### config.mk
export PLATFORM = sky130hd
export DESIGN_NAME = sensor_frame_crc_and_angle_unit
export DESIGN_NICKNAME = d
export VERILOG_FILES = /design/src/rtl/core/sfca_pkg.sv /design/src/rtl/core/sfca_front.sv /design/src/rtl/core/sfca_cell.sv /design/src/rtl/core/sfca_back.sv /design/src/rtl/core/sensor_frame_crc_and_angle_unit.sv
export SDC_FILE = /design/constraint.sdc
export NUM_CORES = 2
export LEC_CHECK = 0
export BUFFER_PORTS_ARGS = -buffer_cell sky130_fd_sc_hd__clkbuf_2
export CAP_MARGIN = 0
export CELL_PAD_IN_SITES_DETAIL_PLACEMENT = 0
export CELL_PAD_IN_SITES_GLOBAL_PLACEMENT = 2
export CORE_ASPECT_RATIO = 0.5
export CORE_MARGIN = 2
export CORE_UTILIZATION = 39
export DETAILED_ROUTE_END_ITERATION = 10
export GPL_ROUTABILITY_DRIVEN = 0
export PLACE_DENSITY = 0.88
export SETUP_SLACK_MARGIN = 0.1
export SYNTH_ARGS = -nofsm -noshare
export SYNTH_HDL_FRONTEND = slang
export SYNTH_HIERARCHICAL = 1
export SYNTH_SLANG_ARGS = --single-unit
export TNS_END_PERCENT = 30
### constraint.sdc
create_clock -name clk -period 48.6 [get_ports clk]
set_clock_uncertainty 0.15 [all_clocks]
set_input_delay 2.43 -clock clk [delete_from_list [all_inputs] [get_ports clk]]
set_output_delay 2.43 -clock clk [all_outputs]
set_load 0.01 [all_outputs]
### src/rtl/core/sfca_pkg.sv
// ----------------------------------------------------------------------------
// sfca_pkg: shared types, constants and functions
// Word widths, the arctangent table and the CRC-8 byte step used by the
// frame check and angle unit.
// ----------------------------------------------------------------------------
package sfca_pkg;

  // Default values for the top-level parameters.
  localparam int CordicStagesDef  = 16;
  localparam int AngleFracBitsDef = 7;

  // Datapath widths. X and Y grow by the CORDIC gain; Z holds degrees * 2^20.
  localparam int XW    = 20;
  localparam int ZW    = 30;
  localparam int ZFRAC = 20;

  // CRC-8 polynomial and the seed after reset.
  localparam logic [7:0] CrcPoly   = 8'h1D;
  localparam logic [7:0] SeedReset = 8'hFB;

  // Fixed angles in Z units.
  localparam logic signed [ZW-1:0] Deg90  = ZW'(90 <<< ZFRAC);
  localparam logic signed [ZW-1:0] Deg180 = ZW'(180 <<< ZFRAC);

  // Register map.
  localparam logic RegCrcSeed = 1'b0;

  // X, Y and accumulated angle carried along the cell chain.
  typedef struct packed {
    logic signed [XW-1:0] x;
    logic signed [XW-1:0] y;
    logic signed [ZW-1:0] z;
  } sfca_vec_t;

  // Frame check context carried alongside the vector.
  typedef struct packed {
    logic [7:0]      crc;       // running CRC register
    logic [2:0][7:0] rest;      // X high, Y low, Y high still to be folded in
    logic [7:0]      crc_byte;  // received check byte
    logic            byp;       // axis input, angle already exact
  } sfca_side_t;

  // One byte of CRC-8, MSB first.
  function automatic logic [7:0] crc8_byte(input logic [7:0] reg_in, input logic [7:0] b);
    logic [7:0] r;
    r = reg_in ^ b;
    for (int k = 0; k < 8; k++) begin
      r = r[7] ? ((r << 1) ^ CrcPoly) : (r << 1);
    end
    return r;
  endfunction

  // atan(2^-i) in degrees * 2^20, rounded.
  function automatic logic [ZW-1:0] atan_entry(input int i);
    logic [ZW-1:0] v;
    unique case (i)
      0:  v = ZW'(47185920);
      1:  v = ZW'(27855475);
      2:  v = ZW'(14718068);
      3:  v = ZW'(7471121);
      4:  v = ZW'(3750058);
      5:  v = ZW'(1876857);
      6:  v = ZW'(938658);
      7:  v = ZW'(469357);
      8:  v = ZW'(234682);
      9:  v = ZW'(117342);
      10: v = ZW'(58671);
      11: v = ZW'(29335);
      12: v = ZW'(14668);
      13: v = ZW'(7334);
      14: v = ZW'(3667);
      15: v = ZW'(1833);
      16: v = ZW'(917);
      17: v = ZW'(458);
      18: v = ZW'(229);
      19: v = ZW'(115);
      20: v = ZW'(57);
      21: v = ZW'(29);
      22: v = ZW'(14);
      23: v = ZW'(7);
      default: v = '0;
    endcase
    return v;
  endfunction

endpackage

### src/rtl/core/sfca_front.sv
// ----------------------------------------------------------------------------
// sfca_front: frame entry stage
// Registers an accepted frame, folds the first byte into the CRC, and turns
// X and Y into the right half plane or resolves axis inputs exactly.
// ----------------------------------------------------------------------------
module sfca_front
  import sfca_pkg::*;
(
  input  logic       clk,
  input  logic       rst,
  input  logic       en,
  input  logic       in_valid,
  input  logic [7:0] x_low,
  input  logic [7:0] x_high,
  input  logic [7:0] y_low,
  input  logic [7:0] y_high,
  input  logic [7:0] crc_byte,
  input  logic [7:0] crc_seed,
  output logic       vld,
  output sfca_vec_t  vec,
  output sfca_side_t side
);

  logic signed [XW-1:0] xs;
  logic signed [XW-1:0] ys;
  logic                 x_zero;
  logic                 y_zero;
  sfca_vec_t            vec_next;
  sfca_side_t           side_next;

  // Sign-extend the two 16-bit fields.
  assign xs     = XW'($signed({x_high, x_low}));
  assign ys     = XW'($signed({y_high, y_low}));
  assign x_zero = ({x_high, x_low} == 16'h0000);
  assign y_zero = ({y_high, y_low} == 16'h0000);

  // Axis cases bypass the rotation; a negative X is turned by 90 degrees.
  always_comb begin
    vec_next.x = xs;
    vec_next.y = ys;
    vec_next.z = '0;
    side_next.byp = 1'b0;
    priority if (y_zero) begin
      side_next.byp = 1'b1;
      vec_next.z    = xs[XW-1] ? Deg180 : '0;
    end else if (x_zero) begin
      side_next.byp = 1'b1;
      vec_next.z    = ys[XW-1] ? -Deg90 : Deg90;
    end else if (xs[XW-1]) begin
      if (!ys[XW-1]) begin
        vec_next.x = ys;
        vec_next.y = -xs;
        vec_next.z = Deg90;
      end else begin
        vec_next.x = -ys;
        vec_next.y = xs;
        vec_next.z = -Deg90;
      end
    end else begin
      // Right half plane: the vector enters the chain as it is.
    end
    side_next.crc      = crc8_byte(crc_seed, x_low);
    side_next.rest     = {y_high, y_low, x_high};
    side_next.crc_byte = crc_byte;
  end

  // Entry register, advanced with the rest of the pipeline.
  always_ff @(posedge clk) begin
    if (rst) begin
      vld <= 1'b0;
    end else if (en) begin
      vld <= in_valid;
    end
    if (en) begin
      vec  <= vec_next;
      side <= side_next;
    end
  end

endmodule

### src/rtl/core/sfca_cell.sv
// ----------------------------------------------------------------------------
// sfca_cell: one CORDIC vectoring cell
// Performs one micro-rotation with its own shift and arctangent constant; the
// first three cells also fold one frame byte into the CRC.
// ----------------------------------------------------------------------------
module sfca_cell
  import sfca_pkg::*;
#(
  parameter int IDX = 0
) (
  input  logic       clk,
  input  logic       rst,
  input  logic       en,
  input  logic       vld_in,
  input  sfca_vec_t  vec_in,
  input  sfca_side_t side_in,
  output logic       vld,
  output sfca_vec_t  vec,
  output sfca_side_t side
);

  localparam logic signed [ZW-1:0] Atan = atan_entry(IDX);

  logic signed [XW-1:0] dx;
  logic signed [XW-1:0] dy;
  sfca_vec_t            vec_next;
  sfca_side_t           side_next;
  logic [7:0]           crc_next;

  assign dx = vec_in.y >>> IDX;
  assign dy = vec_in.x >>> IDX;

  // Rotate towards the X axis; axis inputs pass through unchanged.
  always_comb begin
    vec_next = vec_in;
    if (!side_in.byp) begin
      if (!vec_in.y[XW-1]) begin
        vec_next.x = vec_in.x + dx;
        vec_next.y = vec_in.y - dy;
        vec_next.z = vec_in.z + Atan;
      end else begin
        vec_next.x = vec_in.x - dx;
        vec_next.y = vec_in.y + dy;
        vec_next.z = vec_in.z - Atan;
      end
    end
  end

  // The early cells share the CRC work, one byte each.
  generate
    if (IDX < 3) begin : g_crc
      localparam logic [1:0] Bsel = 2'(IDX);
      assign crc_next = crc8_byte(side_in.crc, side_in.rest[Bsel]);
    end else begin : g_nocrc
      assign crc_next = side_in.crc;
    end
  endgenerate

  always_comb begin
    side_next     = side_in;
    side_next.crc = crc_next;
  end

  always_ff @(posedge clk) begin
    if (rst) begin
      vld <= 1'b0;
    end else if (en) begin
      vld <= vld_in;
    end
    if (en) begin
      vec  <= vec_next;
      side <= side_next;
    end
  end

  // An axis input leaves the cell with its vector untouched.
  assert property (@(posedge clk) disable iff (rst)
    (en && vld_in && side_in.byp) |=> (vec == $past(vec_in)))
    else $error("sfca_cell: bypassed vector was modified");

endmodule

### src/rtl/core/sfca_back.sv
// ----------------------------------------------------------------------------
// sfca_back: result stage
// Compares the inverted CRC with the check byte, rounds and limits the angle
// and holds the result in the output register.
// ----------------------------------------------------------------------------
module sfca_back
  import sfca_pkg::*;
#(
  parameter int ANGLE_FRAC_BITS = AngleFracBitsDef
) (
  input  logic               clk,
  input  logic               rst,
  input  logic               en,
  input  logic               vld_in,
  input  sfca_vec_t          vec_in,
  input  sfca_side_t         side_in,
  output logic               out_valid,
  output logic               crc_ok,
  output logic signed [15:0] angle_deg
);

  localparam int Fb     = (ANGLE_FRAC_BITS > 12) ? 12 :
                          ((ANGLE_FRAC_BITS < 0) ? 0 : ANGLE_FRAC_BITS);
  localparam int Sh     = ZFRAC - Fb;
  localparam int Lim    = 180 << Fb;
  localparam int PosLim = (Lim > 32767) ? 32767 : Lim;
  localparam int NegLim = (Lim > 32768) ? 32768 : Lim;

  localparam logic signed [ZW:0] Half = (ZW+1)'(1 << (Sh - 1));
  localparam logic signed [ZW:0] PosW = (ZW+1)'(PosLim);
  localparam logic signed [ZW:0] NegW = -((ZW+1)'(NegLim));

  logic signed [ZW:0] a;
  logic signed [15:0] sat;
  logic               match;

  // Round half up to the output resolution, then clamp.
  always_comb begin
    a = {vec_in.z[ZW-1], vec_in.z} + Half;
    a = a >>> Sh;
    priority if (a > PosW) begin
      sat = 16'(PosLim);
    end else if (a < NegW) begin
      sat = 16'(-NegLim);
    end else begin
      sat = a[15:0];
    end
  end

  assign match = (~side_in.crc == side_in.crc_byte);

  // Output register; a failed check forces the angle to zero.
  always_ff @(posedge clk) begin
    if (rst) begin
      out_valid <= 1'b0;
    end else if (en) begin
      out_valid <= vld_in;
    end
    if (en) begin
      crc_ok    <= match;
      angle_deg <= match ? sat : '0;
    end
  end

endmodule

### src/rtl/core/sensor_frame_crc_and_angle_unit.sv
// ----------------------------------------------------------------------------
// sensor_frame_crc_and_angle_unit: magnetometer frame check and angle
// A frame passes the entry register, the CORDIC cell registers and the output register.
// Throughput: one frame per cycle while the output is not held; the cell chain is fully pipelined.
// The whole chain stalls together while a result waits at the output.
// Reset clears all valid flags and loads the CRC seed with 0xFB.
// ----------------------------------------------------------------------------
module sensor_frame_crc_and_angle_unit
  import sfca_pkg::*;
#(
  parameter int CORDIC_STAGES   = CordicStagesDef,
  parameter int ANGLE_FRAC_BITS = AngleFracBitsDef
) (
  input  logic               clk,
  input  logic               rst,
  // Frame input
  input  logic               in_valid,
  output logic               in_ready,
  input  logic [7:0]         x_low,
  input  logic [7:0]         x_high,
  input  logic [7:0]         y_low,
  input  logic [7:0]         y_high,
  input  logic [7:0]         crc_byte,
  // Result output
  output logic               out_valid,
  input  logic               out_ready,
  output logic               crc_ok,
  output logic signed [15:0] angle_deg,
  // Register port
  input  logic               psel,
  input  logic               penable,
  input  logic               pwrite,
  input  logic [2:0]         paddr,
  input  logic [31:0]        pwdata,
  output logic [31:0]        prdata,
  output logic               pready
);

  localparam int Stages = (CORDIC_STAGES > 24) ? 24 : CORDIC_STAGES;

  logic        en;
  logic [7:0]  crc_seed;
  logic        vld  [Stages+1];
  sfca_vec_t   vec  [Stages+1];
  sfca_side_t  side [Stages+1];

  // The pipeline moves whenever the output register is free or being read.
  assign en       = !out_valid || out_ready;
  assign in_ready = en;

  // Register port: one seed register, always ready.
  assign pready = 1'b1;
  assign prdata = (paddr[2] == RegCrcSeed) ? {24'h000000, crc_seed} : 32'h0000_0000;

  always_ff @(posedge clk) begin
    if (rst) begin
      crc_seed <= SeedReset;
    end else if (psel && penable && pwrite && pready && (paddr[2] == RegCrcSeed)) begin
      crc_seed <= pwdata[7:0];
    end
  end

  // Entry stage.
  sfca_front u_front (
    .clk      (clk),
    .rst      (rst),
    .en       (en),
    .in_valid (in_valid),
    .x_low    (x_low),
    .x_high   (x_high),
    .y_low    (y_low),
    .y_high   (y_high),
    .crc_byte (crc_byte),
    .crc_seed (crc_seed),
    .vld      (vld[0]),
    .vec      (vec[0]),
    .side     (side[0])
  );

  // Chain of CORDIC cells.
  generate
    for (genvar i = 0; i < Stages; i++) begin : g_cell
      sfca_cell #(
        .IDX (i)
      ) u_cell (
        .clk     (clk),
        .rst     (rst),
        .en      (en),
        .vld_in  (vld[i]),
        .vec_in  (vec[i]),
        .side_in (side[i]),
        .vld     (vld[i+1]),
        .vec     (vec[i+1]),
        .side    (side[i+1])
      );
    end
  endgenerate

  // Check, rounding and output register.
  sfca_back #(
    .ANGLE_FRAC_BITS (ANGLE_FRAC_BITS)
  ) u_back (
    .clk       (clk),
    .rst       (rst),
    .en        (en),
    .vld_in    (vld[Stages]),
    .vec_in    (vec[Stages]),
    .side_in   (side[Stages]),
    .out_valid (out_valid),
    .crc_ok    (crc_ok),
    .angle_deg (angle_deg)
  );

  // A failed check never carries an angle.
  assert property (@(posedge clk) disable iff (rst)
    (out_valid && !crc_ok) |-> (angle_deg == 16'sd0))
    else $error("angle reported for a frame with a bad check byte");

  // The angle never leaves the half turn on either side.
  assert property (@(posedge clk) disable iff (rst)
    out_valid |-> ((angle_deg <= 16'sd23040) || (ANGLE_FRAC_BITS > 7)) &&
                  ((angle_deg >= -16'sd23040) || (ANGLE_FRAC_BITS > 7)))
    else $error("angle outside the half-turn range");

  // A result can only appear if a frame entered the chain earlier.
  assert property (@(posedge clk) disable iff (rst)
    (en && !vld[Stages]) |=> !out_valid)
    else $error("result produced without a frame in the last cell");

endmodule
# == Word-level counts from Yosys, hierarchy flattened ==
# Cells that the tools add are included.
# totals
regBits,1509
in_bits,82
output_inout_bits,52
word_cells,352
# op_classes
n_addsub,94
magnitude_cmp,2
n_eq_ne,1
n_mux,76
bitwise_logic,39
n_reduce_logical,9
# op_table
operator,count
70-bit 2-to-1 mux,32
5-bit 2-to-1 mux,32
30-bit 2-to-1 mux,5
4-bit inverter,32
40-bit 2-to-1 mux,2
20-bit by 10-bit adder with 20-bit output,2
20-bit by 11-bit adder with 20-bit output,2
20-bit by 12-bit adder with 20-bit output,2
20-bit by 13-bit adder with 20-bit output,2
20-bit by 14-bit adder with 20-bit output,2
20-bit by 15-bit adder with 20-bit output,2
20-bit by 16-bit adder with 20-bit output,2
20-bit by 17-bit adder with 20-bit output,2
20-bit by 18-bit adder with 20-bit output,2
20-bit by 19-bit adder with 20-bit output,2
20-bit by 6-bit adder with 20-bit output,2
20-bit by 7-bit adder with 20-bit output,2
20-bit by 8-bit adder with 20-bit output,2
20-bit by 9-bit adder with 20-bit output,2
16-bit negator with 20-bit output,2
20-bit by 10-bit subtractor with 20-bit output,2
20-bit by 11-bit subtractor with 20-bit output,2
20-bit by 12-bit subtractor with 20-bit output,2
20-bit by 13-bit subtractor with 20-bit output,2
62 further kinds,80

# == Longest topological paths before layout ==
# logic_depth
depth_word,17
mapped_depth,19
ltp_nobuf,19

# == Cells and area by module ==
# The synthesis kept the hierarchy.
# modules_own_cells
mod,n_inst,cells_each,area_each_um2,seq_area_each_um2
sfca_cell at g_cell[1].u_cell,1,850,8321.7,3353.2
sfca_cell at g_cell[10].u_cell,1,857,8242.9,3353.2
sfca_cell at g_cell[5].u_cell,1,835,8169.1,3353.2
sfca_cell at g_cell[7].u_cell,1,829,8075.2,3353.2
sfca_cell at g_cell[6].u_cell,1,813,8055.2,3353.2
sfca_cell at g_cell[2].u_cell,1,797,7983.9,3353.2
sfca_cell at g_cell[3].u_cell,1,810,7961.4,3353.2
sfca_cell at g_cell[13].u_cell,1,810,7917.6,3353.2
sfca_cell at g_cell[14].u_cell,1,777,7877.6,3353.2
sfca_cell at g_cell[0].u_cell,1,765,7788.7,3353.2
sfca_cell at g_cell[11].u_cell,1,790,7773.7,3353.2
sfca_cell at g_cell[8].u_cell,1,776,7757.4,3353.2
sfca_cell at g_cell[15].u_cell,1,777,7724.9,3353.2
sfca_cell at g_cell[9].u_cell,1,763,7717.4,3353.2
5 more rows,-,-,-,-

# == Worst setup path after synthesis ==
# Ideal clock, no wire load.
# synth_path
path_kind,input-to-reg
startpoint,input port out_ready
endpoint,register g_cell[0].u_cell.vld
setup_time_ps,176
t_arrival_ps,50506
required_time_ps,48274
setup_slack_ps,-2233
stages,3
path_buffers,0
cell_sequence,nand2b_1 mux2i_1 nor2_1
# synth_via
elab_chain_len,1
# synth_lines
element,line,rtl
"start, declared",sensor_frame_crc_and_angle_unit.sv:26,"input logic out_ready,"
1-bit logical OR,sensor_frame_crc_and_angle_unit.sv:48,assign en = !out_valid || out_ready;
"end signal, assigned",sfca_cell.sv:68,vld <= vld_in;
"end, declared",sfca_cell.sv:17,"output logic vld,"
# No other way between the ends.
# A chain may end at the register's enable or synchronous reset.

# == Worst setup path in the final report ==
# layout_path
startpoint,input port out_ready
endpoint,register g_cell[13].u_cell/vec[31] (netlist name)
# layout_via
elab_chain_len,1
# layout_lines
element,line
1-bit logical OR,sensor_frame_crc_and_angle_unit.sv:48
# No other way between the ends.

==> qor_table.md <==
| Group | Result | Reported |
|---|---|---|
| global routing | Via count of the first global-routing pass | 83,100 |
| floorplanning | Initial Utilization | 39.2% |
| detailed routing | Via density per instance | 5.42 |
| clocking | Clock root buffer | sky130_fd_sc_hd__clkbuf_16 |
| floorplanning | Area of the core | 291,000 um2 |
| logic synthesis | Yosys warns | 6 |
| sta | Maximum clock frequency | 0.155 GHz |
| detailed routing | First-iteration detailed-routing DRC count | 5,864 |
| clocking | Number of buffers on the longest clock path | 4 |
| clocking | Clock network latency to the later pin of the worst-skew pair | 0.84 ns |
| logic synthesis | Syn Inst Count | 12,200 |
| detailed routing | First-pass iteration count of the detailed router | 5 |
| floorplanning | DIE AREA | 298,000 um2 |
| worst setup path | Largest fanout on the critical path | 92 |
| placement | Estimated wirelength of the detail-placed design | 207,000 um |
| clocking | CTS tree | yes |
| floorplanning | Count of standard-cell rows | 140 |
| sta | Tightest slew margin relative to the limit | 11.4% |
| worst setup path | Arrival time at the worst endpoint | 6.69 ns |
| detailed routing | Highest metal used | met4 |
| sta | Total count of max-transition violations in the final report | 0 |
| global routing | Maximum number of pins on one net before global-route repair | 177 |
| sta | Post-Route Hold Slack | 0.258 ns |
| layout | Diode count | 0 |
| sta | Number of endpoints failing setup at the final stage | 0 |
| layout | Post-layout instance count excluding filler cells | 16,100 |
| detailed routing | DRT Wirelength | 274,000 um |
| clocking | Number of gates resized after CTS | 0 |
| clocking | Clock buffers created by TritonCTS | 157 |
| sta | Setup TNS | 0 ns |
| layout | Final net count | 13,200 |
| detailed routing | Detailed-routed wire length on met2 | 127,000 um |
| layout | Fraction of layout instances using a drive strength above 1 | 6.16% |
| layout | Area growth, synth to finish | 7.76% |
| floorplanning | Die extent in x | 770 um |
| placement | Count of placed standard cells including taps | 15,800 |
| global routing | Overflow after GRT | 0 |
| global routing | Total GRT Usage | 17.8% |
| min path | Worst hold path class | reg -> reg |
| sta | Time the final worst path needs with I/O delays and setup | 6.46 ns |
| floorplanning | Die span in y | 387 um |
| worst setup path | Critical Setup Path Class | in -> reg |
| sta | Least-Margin Pin Slew | 1.30 ns |
| outcome | Run status | completed |
| global routing | Initial antenna violation count | 1 |
| logic synthesis | Avg Cell Area, Syn | 9.40 um2 |
| clocking | Number of sinks handled by clock tree synthesis | 1,439 |
| detailed routing | Routed wirelength normalized by instance count | 17.0 um |
| worst setup path | Worst Setup End Kind | flip-flop |
| clocking | Post-CTS Setup Repair Bufs | 0 |
| layout | Final design utilization | 42.3% |
| detailed routing | Wire length the detailed router placed on met1 | 132,000 um |
| detailed routing | Vias after detailed routing | 87,000 |
| worst setup path | WP data required | 48.83 ns |
| flow run | Max-capacitance violation count | 0 |
| detailed routing | Remaining antenna violation count after routing | 0 |
| clocking | Reg clk slew, reported paths | 0.07 ns |
| clocking | CTS H-tree depth | 4 |
| sta | Portion of the clock cycle consumed by the worst path in the final layout | 13.3% |
| logic synthesis | Syn Std Cell Area | 114,000 um2 |
| detailed routing | DRC violation count after routing | 0 |
| global routing | Wire length of the first global-routing pass | 442,000 um |
| floorplanning | I/O pin count | 134 |
| detailed routing | Met3 Wirelength | 9780 um |
| layout | Count of filler cells inserted in the layout | 28,200 |
| worst setup path | Type of origin of the critical path | input pin |
| sta | Number of hold violations in the final report | 0 |
| placement | Number of buffer cells added on primary ports | 82 |
| clocking | Hold-fix buffer count after cts | 0 |
| sta | RSZ-0062 raised after global routing | false |
==> state kept, by name, summed over array words and instances (netlist names) <==
| register | cells |
|---|---|
| g_cell.u_cell/vec | 1015 |
| g_cell.u_cell/side | 295 |
| u_front/vec | 45 |
| u_front/side | 41 |
| g_cell.u_cell/vld | 16 |
| u_back/angle_deg | 16 |
| crc_seed | 8 |
| u_back/crc_ok | 1 |
| u_back/out_valid | 1 |
| u_front/vld | 1 |
==> critical path, cell delays in order <==
cell and delay, ns:
sky130_fd_sc_hd__clkbuf_2 0.08, sky130_fd_sc_hd__nand2b_4 0.56, sky130_fd_sc_hd__buf_4 0.82, sky130_fd_sc_hd__buf_4 0.74, sky130_fd_sc_hd__buf_4 0.79, sky130_fd_sc_hd__buf_4 0.98
==> final timing paths <==
path / from / to / slack (ns) / depth (start not counted)
hold / removal: g_cell[1].u_cell/side[8]$_DFFE_PP_ / g_cell[2].u_cell/side[8]$_DFFE_PP_ / 0.26 / 0
setup reg to reg: u_back/out_valid$_SDFFE_PP0P_ / g_cell[13].u_cell/vec[31]$_DFFE_PP_ / 43.50 / 5
setup / recovery: out_ready / g_cell[13].u_cell/vec[31]$_DFFE_PP_ / 42.14 / 6
hold reg to reg: g_cell[1].u_cell/side[8]$_DFFE_PP_ / g_cell[2].u_cell/side[8]$_DFFE_PP_ / 0.26 / 0
==> stage by stage <==
stage	area [um2]	setup slack [ns]
floorplan	114000	9.35
global placement	118000	41.41
detailed placement	118000	41.26
CTS	123000	42.11
global route	123000	41.78
finish	123000	42.14
==> per-layer routing <==
| layer | vias up | track usage [%] |
|---|---|---|
| met5 | - | 0 |
| met4 | 0 | 3.43 |
| met3 | 309 | 2.07 |
| met2 | 1355 | 30.0 |
| met1 | 40700 | 24.7 |
| li1 | 44600 | - |
==> cells in the final DEF, fill, tap and decap left out, types with 54 or more instances in the layout <==
master,instances
sky130_fd_sc_hd__o21ai_0,1056
sky130_fd_sc_hd__nand2_1,1395
sky130_fd_sc_hd__o31ai_1,101
sky130_fd_sc_hd__clkbuf_2,82
sky130_fd_sc_hd__clkbuf_16,159
sky130_fd_sc_hd__mux2_2,75
sky130_fd_sc_hd__a211oi_1,110
sky130_fd_sc_hd__xor2_1,488
sky130_fd_sc_hd__nand4_1,103
sky130_fd_sc_hd__a31oi_1,137
sky130_fd_sc_hd__o21a_1,115
sky130_fd_sc_hd__nor2b_1,125
sky130_fd_sc_hd__inv_1,445
sky130_fd_sc_hd__o21bai_1,130
sky130_fd_sc_hd__nor3_1,229
sky130_fd_sc_hd__nor4_1,75
sky130_fd_sc_hd__nor2_1,821
sky130_fd_sc_hd__buf_4,65
sky130_fd_sc_hd__and2_1,54
sky130_fd_sc_hd__nand2b_1,116
sky130_fd_sc_hd__xnor2_1,678
sky130_fd_sc_hd__or3_1,57
sky130_fd_sc_hd__and3_1,110
sky130_fd_sc_hd__edfxtp_1,1413
sky130_fd_sc_hd__ha_1,1049
sky130_fd_sc_hd__a21oi_1,930
sky130_fd_sc_hd__o21ai_1,148
sky130_fd_sc_hd__mux2i_1,104
sky130_fd_sc_hd__a21o_1,419
sky130_fd_sc_hd__nand3_1,194
==> final cells by class <==
type,instances,area (um2),share of cell area (%)
clock inverters,95,1020,0.831
repair buffers,152,998,0.811
multi-input cells,9824,67500,54.8
well taps,3905,4890,3.97
inverters,460,1730,1.40
clock buffers,180,4060,3.30
flip-flops and latches,1439,43000,34.9
Power is not shown: default switching activity piles up to over one toggle a cycle in this logic, so the estimate is an artifact.
